**src/hw/rtl/sitda_pkg.sv**
```systemverilog
// Shared constants and helpers for the signed integer to decimal text converter.
`default_nettype none
package sitda_pkg;

	localparam int DEFAULT_VALUE_BITS = 32;
	localparam int QUEUE_DEPTH        = 2;
	localparam int BITS_PER_STEP      = 4;

	localparam logic [7:0] ASCII_ZERO  = 8'd48;
	localparam logic [7:0] ASCII_MINUS = 8'd45;
	localparam logic [7:0] ASCII_NINE  = 8'd57;

	// add-3 correction of the shift-and-add-3 binary to BCD scheme
	localparam logic [3:0] DIGIT_ADJ_MIN = 4'd5;
	localparam logic [3:0] DIGIT_ADJ     = 4'd3;

	// decimal digits needed for the largest magnitude, 2^(bits-1)
	function automatic int dec_digits(input int bits);
		logic [63:0] x;
		int n;
		x = 64'd1 << (bits - 1);
		n = 0;
		while (x != 64'd0) begin
			n++;
			x = x / 64'd10;
		end
		return n;
	endfunction

endpackage
`default_nettype wire

```
**src/hw/rtl/signed_int_to_decimal_ascii.sv**
```systemverilog
// Top level: signed integer in, decimal ASCII characters out, one per transfer.
//
//   channel  | handshake        | payload
//   ---------+------------------+--------------------------
//   input    | push / full      | value [VALUE_BITS-1:0]
//   result   | empty / pop      | char_code [7:0], last_char
//
// The back stage takes a number from the queue, runs the BCD conversion loop
// (four bits per cycle), finds the leading digit, then emits the characters
// one at a time (up to 11 at 32 bits), each when the result register is empty or popped.
// A two-entry queue behind the front register lets numbers come in while the
// back stage converts. arst_n clears all control state; the result register
// holds its character until it is popped, and the back stage waits on it.
`default_nettype none
module signed_int_to_decimal_ascii #(
	parameter int VALUE_BITS = sitda_pkg::DEFAULT_VALUE_BITS
) (
	input  wire logic                  clk,
	input  wire logic                  arst_n,
	input  wire logic [VALUE_BITS-1:0] value,
	input  wire logic                  push,
	output logic                       full,
	output logic [7:0]                 char_code,
	output logic                       last_char,
	output logic                       empty,
	input  wire logic                  pop
);
	import sitda_pkg::*;

	logic                  q_wr;
	logic                  q_rd;
	logic                  q_full;
	logic                  q_empty;
	logic                  neg_s1;
	logic [VALUE_BITS-1:0] mag_s1;
	logic [VALUE_BITS:0]   q_rd_data;

	sitda_front #(.VALUE_BITS(VALUE_BITS)) u_front (
		.clk    (clk),
		.arst_n (arst_n),
		.value  (value),
		.push   (push),
		.full   (full),
		.q_full (q_full),
		.q_wr   (q_wr),
		.neg_s1 (neg_s1),
		.mag_s1 (mag_s1)
	);

	sitda_queue #(.WIDTH(VALUE_BITS + 1)) u_queue (
		.clk     (clk),
		.arst_n  (arst_n),
		.wr_en   (q_wr),
		.wr_data ({neg_s1, mag_s1}),
		.q_full  (q_full),
		.rd_en   (q_rd),
		.rd_data (q_rd_data),
		.q_empty (q_empty)
	);

	sitda_back #(.VALUE_BITS(VALUE_BITS)) u_back (
		.clk       (clk),
		.arst_n    (arst_n),
		.q_empty   (q_empty),
		.q_neg     (q_rd_data[VALUE_BITS]),
		.q_mag     (q_rd_data[VALUE_BITS-1:0]),
		.q_rd      (q_rd),
		.char_code (char_code),
		.last_char (last_char),
		.empty     (empty),
		.pop       (pop)
	);

	a_char_range: assert property (@(posedge clk) disable iff (!arst_n)
		!empty |-> (char_code == ASCII_MINUS) ||
			(char_code >= ASCII_ZERO && char_code <= ASCII_NINE))
		else $error("result character out of range");

	a_minus_not_last: assert property (@(posedge clk) disable iff (!arst_n)
		(!empty && char_code == ASCII_MINUS) |-> !last_char)
		else $error("minus sign flagged as last character");

	a_queue_no_overrun: assert property (@(posedge clk) disable iff (!arst_n)
		q_full |-> !q_wr)
		else $error("write into full queue");

	a_queue_no_underrun: assert property (@(posedge clk) disable iff (!arst_n)
		q_empty |-> !q_rd)
		else $error("read from empty queue");

endmodule
`default_nettype wire

```
**src/hw/rtl/sitda_front.sv**
```systemverilog
// Front stage: takes numbers in, splits them into sign and unsigned magnitude.
`default_nettype none
module sitda_front #(
	parameter int VALUE_BITS = sitda_pkg::DEFAULT_VALUE_BITS
) (
	input  wire logic                  clk,
	input  wire logic                  arst_n,
	input  wire logic [VALUE_BITS-1:0] value,
	input  wire logic                  push,
	output logic                       full,
	input  wire logic                  q_full,
	output logic                       q_wr,
	output logic                       neg_s1,
	output logic [VALUE_BITS-1:0]      mag_s1
);
	import sitda_pkg::*;

	logic valid_s1;
	logic accept;

	assign full   = valid_s1 && q_full;
	assign accept = push && !full;
	assign q_wr   = valid_s1 && !q_full;

	always_ff @(posedge clk or negedge arst_n) begin
		if (!arst_n) begin
			valid_s1 <= 1'b0;
		end else if (accept) begin
			valid_s1 <= 1'b1;
		end else if (q_wr) begin
			valid_s1 <= 1'b0;
		end
	end

	// magnitude taken as unsigned, so the most negative value keeps its sign bit
	always_ff @(posedge clk) begin
		if (accept) begin
			neg_s1 <= value[VALUE_BITS-1];
			mag_s1 <= value[VALUE_BITS-1] ? (~value + VALUE_BITS'(1)) : value;
		end
	end

endmodule
`default_nettype wire

```
**src/hw/rtl/sitda_queue.sv**
```systemverilog
// Short queue between the front and back stages.
`default_nettype none
module sitda_queue #(
	parameter int WIDTH = sitda_pkg::DEFAULT_VALUE_BITS + 1
) (
	input  wire logic             clk,
	input  wire logic             arst_n,
	input  wire logic             wr_en,
	input  wire logic [WIDTH-1:0] wr_data,
	output logic                  q_full,
	input  wire logic             rd_en,
	output logic [WIDTH-1:0]      rd_data,
	output logic                  q_empty
);
	import sitda_pkg::*;

	localparam int PW = $clog2(QUEUE_DEPTH);

	logic [WIDTH-1:0] mem_q [QUEUE_DEPTH];
	logic [PW-1:0]    wr_ptr_q;
	logic [PW-1:0]    rd_ptr_q;
	logic [PW:0]      count_q;

	assign q_full  = (count_q == (PW+1)'(QUEUE_DEPTH));
	assign q_empty = (count_q == '0);
	assign rd_data = mem_q[rd_ptr_q];

	always_ff @(posedge clk or negedge arst_n) begin
		if (!arst_n) begin
			wr_ptr_q <= '0;
			rd_ptr_q <= '0;
			count_q  <= '0;
		end else begin
			if (wr_en) wr_ptr_q <= wr_ptr_q + PW'(1);
			if (rd_en) rd_ptr_q <= rd_ptr_q + PW'(1);
			case ({wr_en, rd_en})
				2'b10:   count_q <= count_q + (PW+1)'(1);
				2'b01:   count_q <= count_q - (PW+1)'(1);
				default: count_q <= count_q;
			endcase
		end
	end

	always_ff @(posedge clk) begin
		if (wr_en) mem_q[wr_ptr_q] <= wr_data;
	end

endmodule
`default_nettype wire

```
**src/hw/rtl/sitda_back.sv**
```systemverilog
// Back stage: binary to BCD conversion and character output register.
`default_nettype none
module sitda_back #(
	parameter int VALUE_BITS = sitda_pkg::DEFAULT_VALUE_BITS
) (
	input  wire logic                  clk,
	input  wire logic                  arst_n,
	input  wire logic                  q_empty,
	input  wire logic                  q_neg,
	input  wire logic [VALUE_BITS-1:0] q_mag,
	output logic                       q_rd,
	output logic [7:0]                 char_code,
	output logic                       last_char,
	output logic                       empty,
	input  wire logic                  pop
);
	import sitda_pkg::*;

	localparam int NDIG  = dec_digits(VALUE_BITS);
	localparam int BW    = NDIG * 4;
	localparam int STEPS = (VALUE_BITS + BITS_PER_STEP - 1) / BITS_PER_STEP;
	localparam int PADW  = STEPS * BITS_PER_STEP;
	localparam int CW    = (STEPS > 1) ? $clog2(STEPS) : 1;
	localparam int DW    = (NDIG > 1) ? $clog2(NDIG) : 1;

	typedef enum logic [1:0] {
		ST_IDLE,
		ST_CONV,
		ST_LEAD,
		ST_EMIT
	} state_t;

	state_t         state_q;
	logic [BW-1:0]  bcd_q;
	logic [PADW-1:0] sh_q;
	logic [CW-1:0]  cnt_q;
	logic [DW-1:0]  pos_q;
	logic           sign_pend_q;
	logic           out_valid_q;
	logic [7:0]     char_q;
	logic           last_q;

	logic [BW-1:0]   bcd_n;
	logic [PADW-1:0] sh_n;
	logic [DW-1:0]   lead_pos;
	logic [3:0]      digit;
	logic            emit_ok;

	assign empty     = !out_valid_q;
	assign char_code = char_q;
	assign last_char = last_q;
	assign emit_ok   = !out_valid_q || pop;
	assign q_rd      = (state_q == ST_IDLE) && !q_empty;
	assign digit     = bcd_q[pos_q*4 +: 4];

	// several bits of shift-and-add-3 per cycle
	always_comb begin
		bcd_n = bcd_q;
		sh_n  = sh_q;
		for (int s = 0; s < BITS_PER_STEP; s++) begin
			for (int d = 0; d < NDIG; d++) begin
				if (bcd_n[d*4 +: 4] >= DIGIT_ADJ_MIN) begin
					bcd_n[d*4 +: 4] = bcd_n[d*4 +: 4] + DIGIT_ADJ;
				end
			end
			bcd_n = {bcd_n[BW-2:0], sh_n[PADW-1]};
			sh_n  = {sh_n[PADW-2:0], 1'b0};
		end
	end

	// highest nonzero digit; zero falls to the ones digit
	always_comb begin
		lead_pos = '0;
		for (int d = 0; d < NDIG; d++) begin
			if (bcd_q[d*4 +: 4] != 4'd0) lead_pos = DW'(d);
		end
	end

	always_ff @(posedge clk or negedge arst_n) begin
		if (!arst_n) begin
			state_q     <= ST_IDLE;
			out_valid_q <= 1'b0;
			sign_pend_q <= 1'b0;
			cnt_q       <= '0;
			pos_q       <= '0;
			char_q      <= '0;
			last_q      <= 1'b0;
		end else begin
			if (state_q == ST_EMIT && emit_ok) begin
				out_valid_q <= 1'b1;
			end else if (pop) begin
				out_valid_q <= 1'b0;
			end
			case (state_q)
				ST_IDLE: begin
					if (!q_empty) begin
						sign_pend_q <= q_neg;
						cnt_q       <= CW'(STEPS - 1);
						state_q     <= ST_CONV;
					end
				end
				ST_CONV: begin
					cnt_q <= cnt_q - CW'(1);
					if (cnt_q == '0) state_q <= ST_LEAD;
				end
				ST_LEAD: begin
					pos_q   <= lead_pos;
					state_q <= ST_EMIT;
				end
				ST_EMIT: begin
					if (emit_ok) begin
						if (sign_pend_q) begin
							sign_pend_q <= 1'b0;
							char_q      <= ASCII_MINUS;
							last_q      <= 1'b0;
						end else begin
							char_q <= ASCII_ZERO + {4'd0, digit};
							last_q <= (pos_q == '0);
							if (pos_q == '0) begin
								state_q <= ST_IDLE;
							end else begin
								pos_q <= pos_q - DW'(1);
							end
						end
					end
				end
				default: state_q <= ST_IDLE;
			endcase
		end
	end

	always_ff @(posedge clk) begin
		if (state_q == ST_IDLE && !q_empty) begin
			bcd_q <= '0;
			sh_q  <= PADW'(q_mag);
		end else if (state_q == ST_CONV) begin
			bcd_q <= bcd_n;
			sh_q  <= sh_n;
		end
	end

endmodule
`default_nettype wire

```
**config.mk**
```make
export PLATFORM = sky130hd
export DESIGN_NAME = signed_int_to_decimal_ascii
export DESIGN_NICKNAME = d
export VERILOG_FILES = /design/src/hw/rtl/sitda_pkg.sv /design/src/hw/rtl/signed_int_to_decimal_ascii.sv /design/src/hw/rtl/sitda_front.sv /design/src/hw/rtl/sitda_queue.sv /design/src/hw/rtl/sitda_back.sv
export SDC_FILE = /design/constraint.sdc
export NUM_CORES = 1
export LEC_CHECK = 0
export ABC_AREA = 1
export BUFFER_PORTS_ARGS = -buffer_cell sky130_fd_sc_hd__buf_2
export CAP_MARGIN = 20
export CORE_MARGIN = 3
export CORE_UTILIZATION = 37
export CTS_BUF_LIST = sky130_fd_sc_hd__clkbuf_8
export CTS_CLUSTER_SIZE = 8
export DETAILED_ROUTE_END_ITERATION = 8
export HOLD_SLACK_MARGIN = 0.03
export PLACE_DENSITY = 0.5
export SLEW_MARGIN = 40
export SYNTH_ARGS = -nofsm -noshare
export SYNTH_HDL_FRONTEND = slang
export SYNTH_SLANG_ARGS = --single-unit
export TNS_END_PERCENT = 50
```
**constraint.sdc**
```tcl
create_clock -name clk -period 3.15 [get_ports clk]
set_input_delay 0.4725 -clock clk [delete_from_list [all_inputs] [get_ports clk]]
set_output_delay 0.4725 -clock clk [all_outputs]
set_load 0.02 [all_outputs]
```
==> results of run 1 <==
-- cell families (layout without fill, tap and decap cells) --
group | after synthesis | after routing | synth area share [%]
AOI/OAI and AO/OA | 193 | 193 | 9.36
DFF | 194 | 194 | 43.2
other | 1 | 2 | 0.0305
adders and majority gates | 50 | 50 | 5.09
and+or+nand+nor | 818 | 818 | 31.7
xor gates and xnor gates | 38 | 38 | 2.77
buffers and inverters | 253 | 341 | 7.81
-- timing repair --
item,CTS,global route
pin swaps,0,26
hold buffers,1,0
endpoints found under the setup margin,2,31
gates resized for setup,2,103
endpoints found under the hold margin,23,0
setup buffers,0,13
-- layer usage --
metal  GRT usage (%)  vias to the layer above  part of all wire, %
met3            2.18                       31                  2.4
met2            29.9                      118                   50
met1            20.1                     4702                   46
met5               0                        -                    0
li1                -                     5275                    -
met4            4.16                        0                  1.8
-- placed cells by master, fill, tap and decap left out, types with 5 or more instances in the layout --
| cell | Yosys | final |
|---|---|---|
| and2_4 | 5 | 7 |
| dfxtp_2 | 0 | 8 |
| o21ai_0 | 52 | 52 |
| o22ai_1 | 12 | 12 |
| ha_1 | 50 | 39 |
| xor2_1 | 24 | 24 |
| dfrtp_1 | 23 | 23 |
| buf_2 | 2 | 44 |
| inv_1 | 194 | 173 |
| o211ai_1 | 5 | 5 |
| nor2_1 | 97 | 90 |
| ha_2 | 0 | 5 |
| xnor2_1 | 13 | 12 |
| nor2_2 | 3 | 10 |
| dfxtp_4 | 0 | 6 |
| ha_4 | 0 | 6 |
| nand3_1 | 148 | 130 |
| o21ai_2 | 11 | 10 |
| nand4_1 | 27 | 27 |
| o21ai_1 | 6 | 6 |
| a21oi_1 | 49 | 48 |
| nor3_1 | 9 | 9 |
| inv_2 | 23 | 43 |
| o21bai_1 | 6 | 6 |
| nand2_2 | 69 | 83 |
| a21o_1 | 6 | 6 |
| dfxtp_1 | 40 | 26 |
| nand2_4 | 10 | 11 |
| or2_2 | 5 | 5 |
| nand3_2 | 30 | 46 |
| a31oi_1 | 32 | 32 |
| nand2_1 | 401 | 386 |
| clkbuf_8 | 0 | 17 |
| buf_4 | 2 | 40 |
| nand3_4 | 3 | 5 |
| edfxtp_1 | 131 | 131 |
-- worst max-delay path by stage --
stage,to,slack [ps],cells after the start
6_report,u_back.bcd_q[37],260,26
5_1_grt,u_back.bcd_q[37],-30,26
4_1_cts,u_back.bcd_q[38],10,22
3_5_place_dp,u_back.bcd_q[38],-4,28
3_3_place_gp,u_back.bcd_q[37],100,27
2_1_floorplan,u_back.bcd_q[37],210,26
-- stage by stage --
step | setup slack, ps | hold WS (ps) | instance area [sq um] | util, %
after floorplan | 212 | 177 | 12300 | -
after global placement | 97.0 | 422 | 13200 | 40.5
after detailed placement | -4.13 | 430 | 13200 | 40.5
after CTS | 12.1 | 188 | 13600 | 41.8
after global routing | -28.8 | 188 | 14000 | 43.0
final | 265 | 224 | 14000 | 43.0
-- state kept, by name (all words and copies together), names as in the netlist, 2 cells and up --
| register | flops |
|---|---|
| u_back.pos_q | 4 |
| u_front.mag_s1 | 32 |
| u_back.char_code | 6 |
| u_back.bcd_q | 40 |
| u_queue.mem_q | 66 |
| u_back.sh_q | 32 |
| u_queue.count_q | 2 |
| u_back.cnt_q | 3 |
| u_back.state_q | 2 |
-- final cells by class --
cell class	instances	share of cell area, %
Inverter	221	5.94
Sequential cell	194	38.1
Multi-Input combinational cell	1101	44.9
Clock buffer	17	1.67
Tap cell	442	3.94
Clock inverter	15	1.24
Timing Repair Buffer	88	4.21
-- worst max-delay path: stages (launching register included) --
cell	delay, ps
dfxtp_2	360
inv_2	60
ha_1	190
nand2_2	90
nand3_2	100
nand2_2	90
inv_2	40
ha_2	170
inv_1	60
nand3_2	70
nand2_2	90
nand3_2	70
and2_4	170
ha_2	150
inv_1	40
nand4_1	70
nand2_1	100
nand2_1	80
nand2_1	100
nand2_2	100
ha_4	180
nand2_2	60
nand3_2	100
nand2_2	80
nand2_1	50
nand3_1	70
nand2_1	40
==> results.yml, run 1 <==
cts:
  clkSlewWorstSetupHoldPaths_ps: 100
  cts_tree: "built"
  insertion_delay_ps: 470
  cts-htree-levels: 4
  cts_buffer_depth: 2
  cts-root-buf: "clkbuf_8"
  cts_made_buffers: 17
  cts.sinks: 194
synth:
  ys_ff_latch: 194
  synth-edff-count: 131
  async_flop_share_pct: 11.9
  ys_top_cells_by_area: "edfxtp_1 (32%), nand2_1 (12%), dfxtp_1 (6.5%), nand3_1 (6.0%), inv_1 (5.9%)"
  synth.most_common_cell: "nand2_1"
  yosysSeqAreaShare_pct: 43.2
  synth.cell_area_sq_um: 12300
  synth.lib_cells_used.distinct: 51
  synth-main-ff-cell: "edfxtp_1"
  syn_inst: 1547
  yosys_warnings: 0
  syn_avg_cell_area_sq_um: 7.94
  yosys.area.top_type: "edfxtp_1"
  netlist.area_leader.share_pct: 32.0
  synthTopCellsByCount: "nand2_1 (401), inv_1 (194), nand3_1 (148)"
cells_and_area:
  num-fill-cells: 3310
  n_antenna_cell: 0
  area_growth_syn_to_layout_pct: 14.3
  nets: 1709
  seqCellArea_sq_um: 5340
  layout-drive-gt1-share_pct: 22.7
  final_cells: 2078
  multi_input_comb_area_sq_um: 6310
setup_path:
  worstSetupEndpointType: "flop"
  worstSetupStartpointType: "flop"
  critPathLaunch: "u_back.bcd_q[33]"
  reg2reg_from: "u_back.bcd_q[33]"
  cp.required_ps: 3510
  reg2regPathDepth: 26
  timing.rr.end: "u_back.bcd_q[37]"
  reg2reg_slack_ps: 260
  path_class: "flop to flop"
  crit_fanout: 4
  arrival_ps: 3250
global_route:
  grt_pass1_wl_mm: 47.4
  overflow: 0
  grt_max_degree: 47
  grt_pass1_vias: 9773
  grt_usage_pct: 16.3
  antenna_found_initial: 0
place:
  placed_cells: 2032
  dp_hpwl_mm: 21.0
  port_buffers: 44
  gp_congestion: 0.810
timing:
  rsz0062_at_grt: "yes"
  hold_violations: 0
  clock_skew_ps: 16.7
  setup_viol: 0
  tns_ps: 0
  worst_slew_pin_slew_ps: 781
  layout_min_cycle_time_ps: 2890
  relSlewSlack_pct: 47.9
  finalCritPeriodShare_pct: 91.6
  slew_violations: 0
  fmax_mhz: 347
detailed_routing:
  drc_errors: 0
  wl_per_cell_um: 13.8
  avgViaCountPerCell: 4.87
  drt_iter0_drc: 487
  finalWirelength_mm: 28.6
  dr_total_vias: 10100
  dr.pass1.iters: 5
  ant_nets: 0
hold_path:
  hold_path.class: "input port to flop"
  whs_path_depth: 1
  hp-start: "value[0]"
  hold_end: "u_front.mag_s1[0]"
outcome:
  status: "finished clean"
flow_run:
  maxCapViolCount: 0
floorplanning:
  ios: 47
  start_util_pct: 37.6
  dieWidth_um: 188
  die_h_um: 188
  core-area_sq_um: 32600
  die-area_sq_um: 35400
  row_count: 66
Power of run 1 is left out: the tool's default activity adds up to more than one toggle a clock period on the data nets, which glitch-free logic cannot reach.
==> run 2, diff against run 1 <==
BUFFER_PORTS_ARGS = -buffer_cell sky130_fd_sc_hd__buf_4   (was -buffer_cell sky130_fd_sc_hd__buf_2)
==> results.yml, run 2 (synthesized netlist as in run 1, its figures left out) <==
hold_path:
  hold_path.class: "input port to flop"
  hp-start: "value[0]"
detailed_routing:
  dr.pass1.iters: 5
  drc_errors: 0
  wl_per_cell_um: 13.7
  finalWirelength_mm: 28.6
  avgViaCountPerCell: 4.83
  dr_total_vias: 10100
  ant_nets: 0
  drt_iter0_drc: 521
timing:
  finalCritPeriodShare_pct: 93.2
  setup_viol: 0
  relSlewSlack_pct: 49.8
  layout_min_cycle_time_ps: 2940
  hold_violations: 0
  slew_violations: 0
  clock_skew_ps: 34.9
  fin_ws_ps: 214
  tns_ps: 0
  worst_slew_pin_slew_ps: 752
  whs_ps: 190
  fmax_mhz: 341
global_route:
  grt_usage_pct: 16.0
  antenna_found_initial: 0
  grt_max_degree: 40
  grt_pass1_vias: 9607
  overflow: 0
  grt_pass1_wl_mm: 46.7
setup_path:
  critPathSlowestCell: "dfxtp_2"
  reg2reg_from: "u_back.bcd_q[33]"
  worstSetupEndpointType: "flop"
  arrival_ps: 3350
  crit_fanout: 4
  cp.required_ps: 3570
  worstSetupStartpointType: "flop"
  cp_common_cell: "inv_2"
  path_class: "flop to flop"
  critPathLaunch: "u_back.bcd_q[33]"
  slowest_delay_ps: 360
place:
  post-place-ws_ps: -37.3
  dp_hpwl_mm: 21.4
  port_buffers: 44
  dpl_cell_area_sq_um: 13300
  gp_congestion: 0.830
cts:
  cts_tree: "built"
  cts-htree-levels: 4
  cts_made_buffers: 17
  cts_buffer_depth: 2
  clkSlewWorstSetupHoldPaths_ps: 120
  cts.sinks: 194
  cts-root-buf: "clkbuf_8"
  insertion_delay_ps: 480
cells_and_area:
  design_area_sq_um: 14300
  final_common_cell: "nand2_1"
  layout_common_cells: "nand2_1 (381), inv_1 (172), edfxtp_1 (131)"
  n_antenna_cell: 0
  top_register: "u_queue.mem_q"
  layout-drive-gt1-share_pct: 23.5
  nets: 1714
  reg_top3: "u_queue.mem_q: 66 flops, u_back.bcd_q: 40 flops"
  area_growth_syn_to_layout_pct: 16.2
  largest_reg_flops: 66
floorplanning:
  die-area_sq_um: 35400
  ios: 47
  dieWidth_um: 188
  core-area_sq_um: 32600
  start_util_pct: 37.6
  row_count: 66
  die_h_um: 188
flow_run:
  maxCapViolCount: 0
outcome:
  status: "finished clean"
run 2: cell count changes in the layout (fill, tap and decap cells not counted), moves of 3 or more:
cell,before,now
buf_4,40,91
buf_2,44,0
inv_12,1,6
nand2_1,386,381
dfxtp_4,6,2
nand3_4,5,9
inv_6,4,1
nand2_2,83,86
nand3_2,46,43
run 2: through the flow:
step	utilization, %	std cells
after floorplan	-	1548
after global placement	40.9	2037
after detailed placement	40.9	2037
after CTS	42.3	2070
after global routing	43.7	2083
final	43.7	2083
run 2: metal layers:
metal / routed length (um) / vias to the layer above / track usage [%]
met3: 586 / 22 / 1.75
met2: 14800 / 105 / 30.1
met1: 12900 / 4666 / 19.8
met4: 322 / 0 / 3.64
li1: - / 5277 / -
met5: 0 / - / 0
run 2: what timing repair did:
| item | 4_1_cts | 5_1_grt |
|---|---|---|
| buffers inserted | 0 | 13 |
| pin swaps | 0 | 28 |
| hold buffers | 1 | 0 |
| setup endpoints to repair | 2 | 33 |
| resized for setup | 7 | 111 |
| hold endpoints to repair | 23 | 0 |
run 2: worst max-delay path, delay by kind of cell (launching register included):
family | cells | cell delay (ps)
DFF | 1 | 360
buffers and inverters | 6 | 300
adders and majority gates | 4 | 650
and+or+nand+nor | 18 | 1560
run 2: final timing paths:
check                                        to  slack (ps)  cells past startpoint
min                           u_front.mag_s1[0]         190                      1
max in group asynchronous       u_back.cnt_q[1]        2440                      2
max reg2reg                    u_back.bcd_q[38]         210                     28
min in group asynchronous    u_back.out_valid_q         430                      2
min reg2reg                u_queue.mem_q[1][23]         440                      0
max                            u_back.bcd_q[38]         210                     28
run 2: area by class of cell:
class / instances / area, sq um
clock buffer: 17 / 234
clock inverter: 15 / 205
fill: 3329 / 18400
inverter: 221 / 837
multi-input combinational: 1101 / 6390
sequential: 194 / 5330
tap: 442 / 553
timing repair buffer: 93 / 713
Power of run 2 is left out for the same reason.
==> run 3, diff against run 2 <==
ABC_AREA = not set   (was 1)
PLACE_DENSITY = not set   (was 0.5)
PLACE_DENSITY_LB_ADDON = 0.2   (was not set)
==> results.yml, run 3 <==
cells_and_area:
  top_register: "u_queue.mem_q"
  largest_reg_flops: 66
  final_common_cell: "buf_4"
  nets: 1525
  reg_top3: "u_queue.mem_q: 66 flops, u_back.bcd_q: 40 flops"
  area_growth_syn_to_layout_pct: 28.5
  design_area_sq_um: 15800
  num-fill-cells: 3051
  n_antenna_cell: 0
  layout_common_cells: "buf_4 (227), edfxtp_1 (131), nand2_1 (126)"
  layout-drive-gt1-share_pct: 35.7
synth:
  synthTopCellsByCount: "edfxtp_1 (131), nand2_1 (127), o21ai_0 (99)"
  synth.lib_cells_used.distinct: 99
  yosys_warnings: 0
  yosysSeqAreaShare_pct: 43.2
  synth.most_common_cell: "edfxtp_1"
  ys_top_cells_by_area: "edfxtp_1 (32%), dfxtp_1 (6.5%), ha_1 (5.1%), dfrtp_1 (4.7%), mux2i_1 (4.6%)"
  async_flop_share_pct: 11.9
  ys_ff_latch: 194
  syn_inst: 1231
  synth-edff-count: 131
  syn_avg_cell_area_sq_um: 9.99
  synth-main-ff-cell: "edfxtp_1"
  synth.cell_area_sq_um: 12300
  yosys.area.top_type: "edfxtp_1"
  netlist.area_leader.share_pct: 32.0
cts:
  cts.sinks: 194
  insertion_delay_ps: 480
  cts_buffer_depth: 2
  cts-root-buf: "clkbuf_8"
  cts_tree: "built"
  cts-htree-levels: 4
  clkSlewWorstSetupHoldPaths_ps: 130
  cts_made_buffers: 17
timing:
  relSlewSlack_pct: 45.7
  fmax_mhz: 314
  finalCritPeriodShare_pct: 101
  slew_violations: 0
  hold_violations: 0
  whs_ps: 179
  worst_slew_pin_slew_ps: 815
  setup_viol: 1
  clock_skew_ps: 18.9
  fin_ws_ps: -37.8
  layout_min_cycle_time_ps: 3190
  rsz0062_at_grt: "yes"
global_route:
  grt_pass1_wl_mm: 47.2
  grt_max_degree: 64
  grt_usage_pct: 16.2
  overflow: 0
  antenna_found_initial: 0
  grt_pass1_vias: 9445
detailed_routing:
  met3_length_um: 650
  avgViaCountPerCell: 5.23
  drc_errors: 0
  drt_iter0_drc: 525
  wl_per_cell_um: 15.8
  highest_layer: "met4"
  m1WireLength_mm: 13.6
  dr_total_vias: 9900
  wl_met2_mm: 15.2
  dr.pass1.iters: 5
  ant_nets: 0
  finalWirelength_mm: 29.9
setup_path:
  cp_num_buf_inv: 4
  path_class: "flop to flop"
  worstSetupStartpointType: "flop"
  worstSetupEndpointType: "flop"
  reg2reg_from: "u_back.bcd_q[37]"
  arrival_ps: 3560
  cp.required_ps: 3520
  slowest_delay_ps: 370
  crit_fanout: 4
  timing.rr.end: "u_back.bcd_q[38]"
  crit_family: "compound AO/OA/AOI/OAI gates"
  critical_path_depth: 18
  critPathCapture: "u_back.bcd_q[38]"
  reg2regPathDepth: 18
  critPathSlowestCell: "dfxtp_2"
  reg2reg_slack_ps: -40
  path_cells: "inv_4 -> ha_4 -> nand2b_4 -> a21oi_4 -> buf_6 -> mux2i_4 -> buf_6 -> nor2_4 -> buf_4 -> o32a_1 -> o21ai_2 -> a21oi_2 -> a31oi_2 -> ha_2 -> nand2b_4 -> a21boi_4 -> or2_1 -> a32o_1"
  critPathLaunch: "u_back.bcd_q[37]"
hold_path:
  hold_path.class: "input port to flop"
flow_run:
  maxCapViolCount: 0
floorplanning:
  start_util_pct: 37.7
  ios: 47
  row_count: 66
  die-area_sq_um: 35400
  core-area_sq_um: 32600
  dieWidth_um: 188
  die_h_um: 188
place:
  post-place-ws_ps: -153
  gp_congestion: 0.809
  dp_hpwl_mm: 21.1
  port_buffers: 44
  dpl_cell_area_sq_um: 14200
outcome:
  violations: "negative setup slack"
  status: "finished with violations"
## run 3: cell types whose count changed after synthesis, sizes merged, moves of 18 or more
| cell | change |
|---|---|
| nand2 | -352 |
| nor2 | -24 |
| nand2b | +24 |
| o21ai | +54 |
| a21oi | +33 |
| xnor2 | +44 |
| a211oi | +18 |
| nand3 | -162 |
| inv | -146 |
| nand4 | -26 |
| mux2i | +57 |
## run 3: layer usage
layer,track usage (%),up-vias
met5,0,-
met4,3.61,0
met3,2.08,27
met2,29.3,124
met1,20.7,4770
li1,-,4979
## run 3: cell families (layout without fill, tap and decap cells)
kind of cell             Yosys count  after routing  synth area share (%)
buffers and inverters            119            339                  3.79
AND/OR/NAND/NOR                  343            343                  13.6
adder cells (fa/ha/maj)           50             50                  5.09
flip-flops                       194            194                  43.2
AO/OA/AOI/OAI                    372            372                  20.8
XOR/XNOR                          70             70                  5.63
multiplexers                      82             82                  7.83
other                              1              2                0.0305
## run 3: worst min path at each step
stage	startpoint	end	slack, ps	cells after the start
floorplan	arst_n	u_back.char_code[0]	180	0
CTS	value[0]	u_front.mag_s1[0]	150	1
global placement	arst_n	u_back.char_code[4]	390	1
finish	value[0]	u_front.mag_s1[0]	180	1
detailed placement	arst_n	u_back.out_valid_q	390	1
global route	value[0]	u_front.mag_s1[0]	140	1
## run 3: stage by stage
step           setup TNS [ps]  instances  utilization [%]
2_1_floorplan           -18.7       1232                -
3_3_place_gp            -91.7       1819             43.6
3_5_place_dp             -475       1819             43.6
4_1_cts                 -83.9       1862             45.7
5_1_grt                 -2040       1894             48.4
6_report                -37.8       1894             48.4
## run 3: what timing repair did
item,CTS,global route
cloned,0,0
pin swaps,23,66
hold buffers,1,0
setup buffers,10,32
endpoints found under the hold margin,23,0
endpoints found under the setup margin,18,35
resized for setup,33,162
## run 3: area by class of cell
| cell class | instances | area (sq um) | area share (%) |
|---|---|---|---|
| multi-input combinational | 919 | 7350 | 46.5 |
| sequential | 194 | 5350 | 33.9 |
| timing repair buffer | 234 | 1790 | 11.3 |
| tap | 442 | 553 | 3.50 |
| inverter | 73 | 288 | 1.82 |
| clock buffer | 17 | 234 | 1.48 |
| clock inverter | 15 | 229 | 1.45 |
Power of run 3 is left out for the same reason.
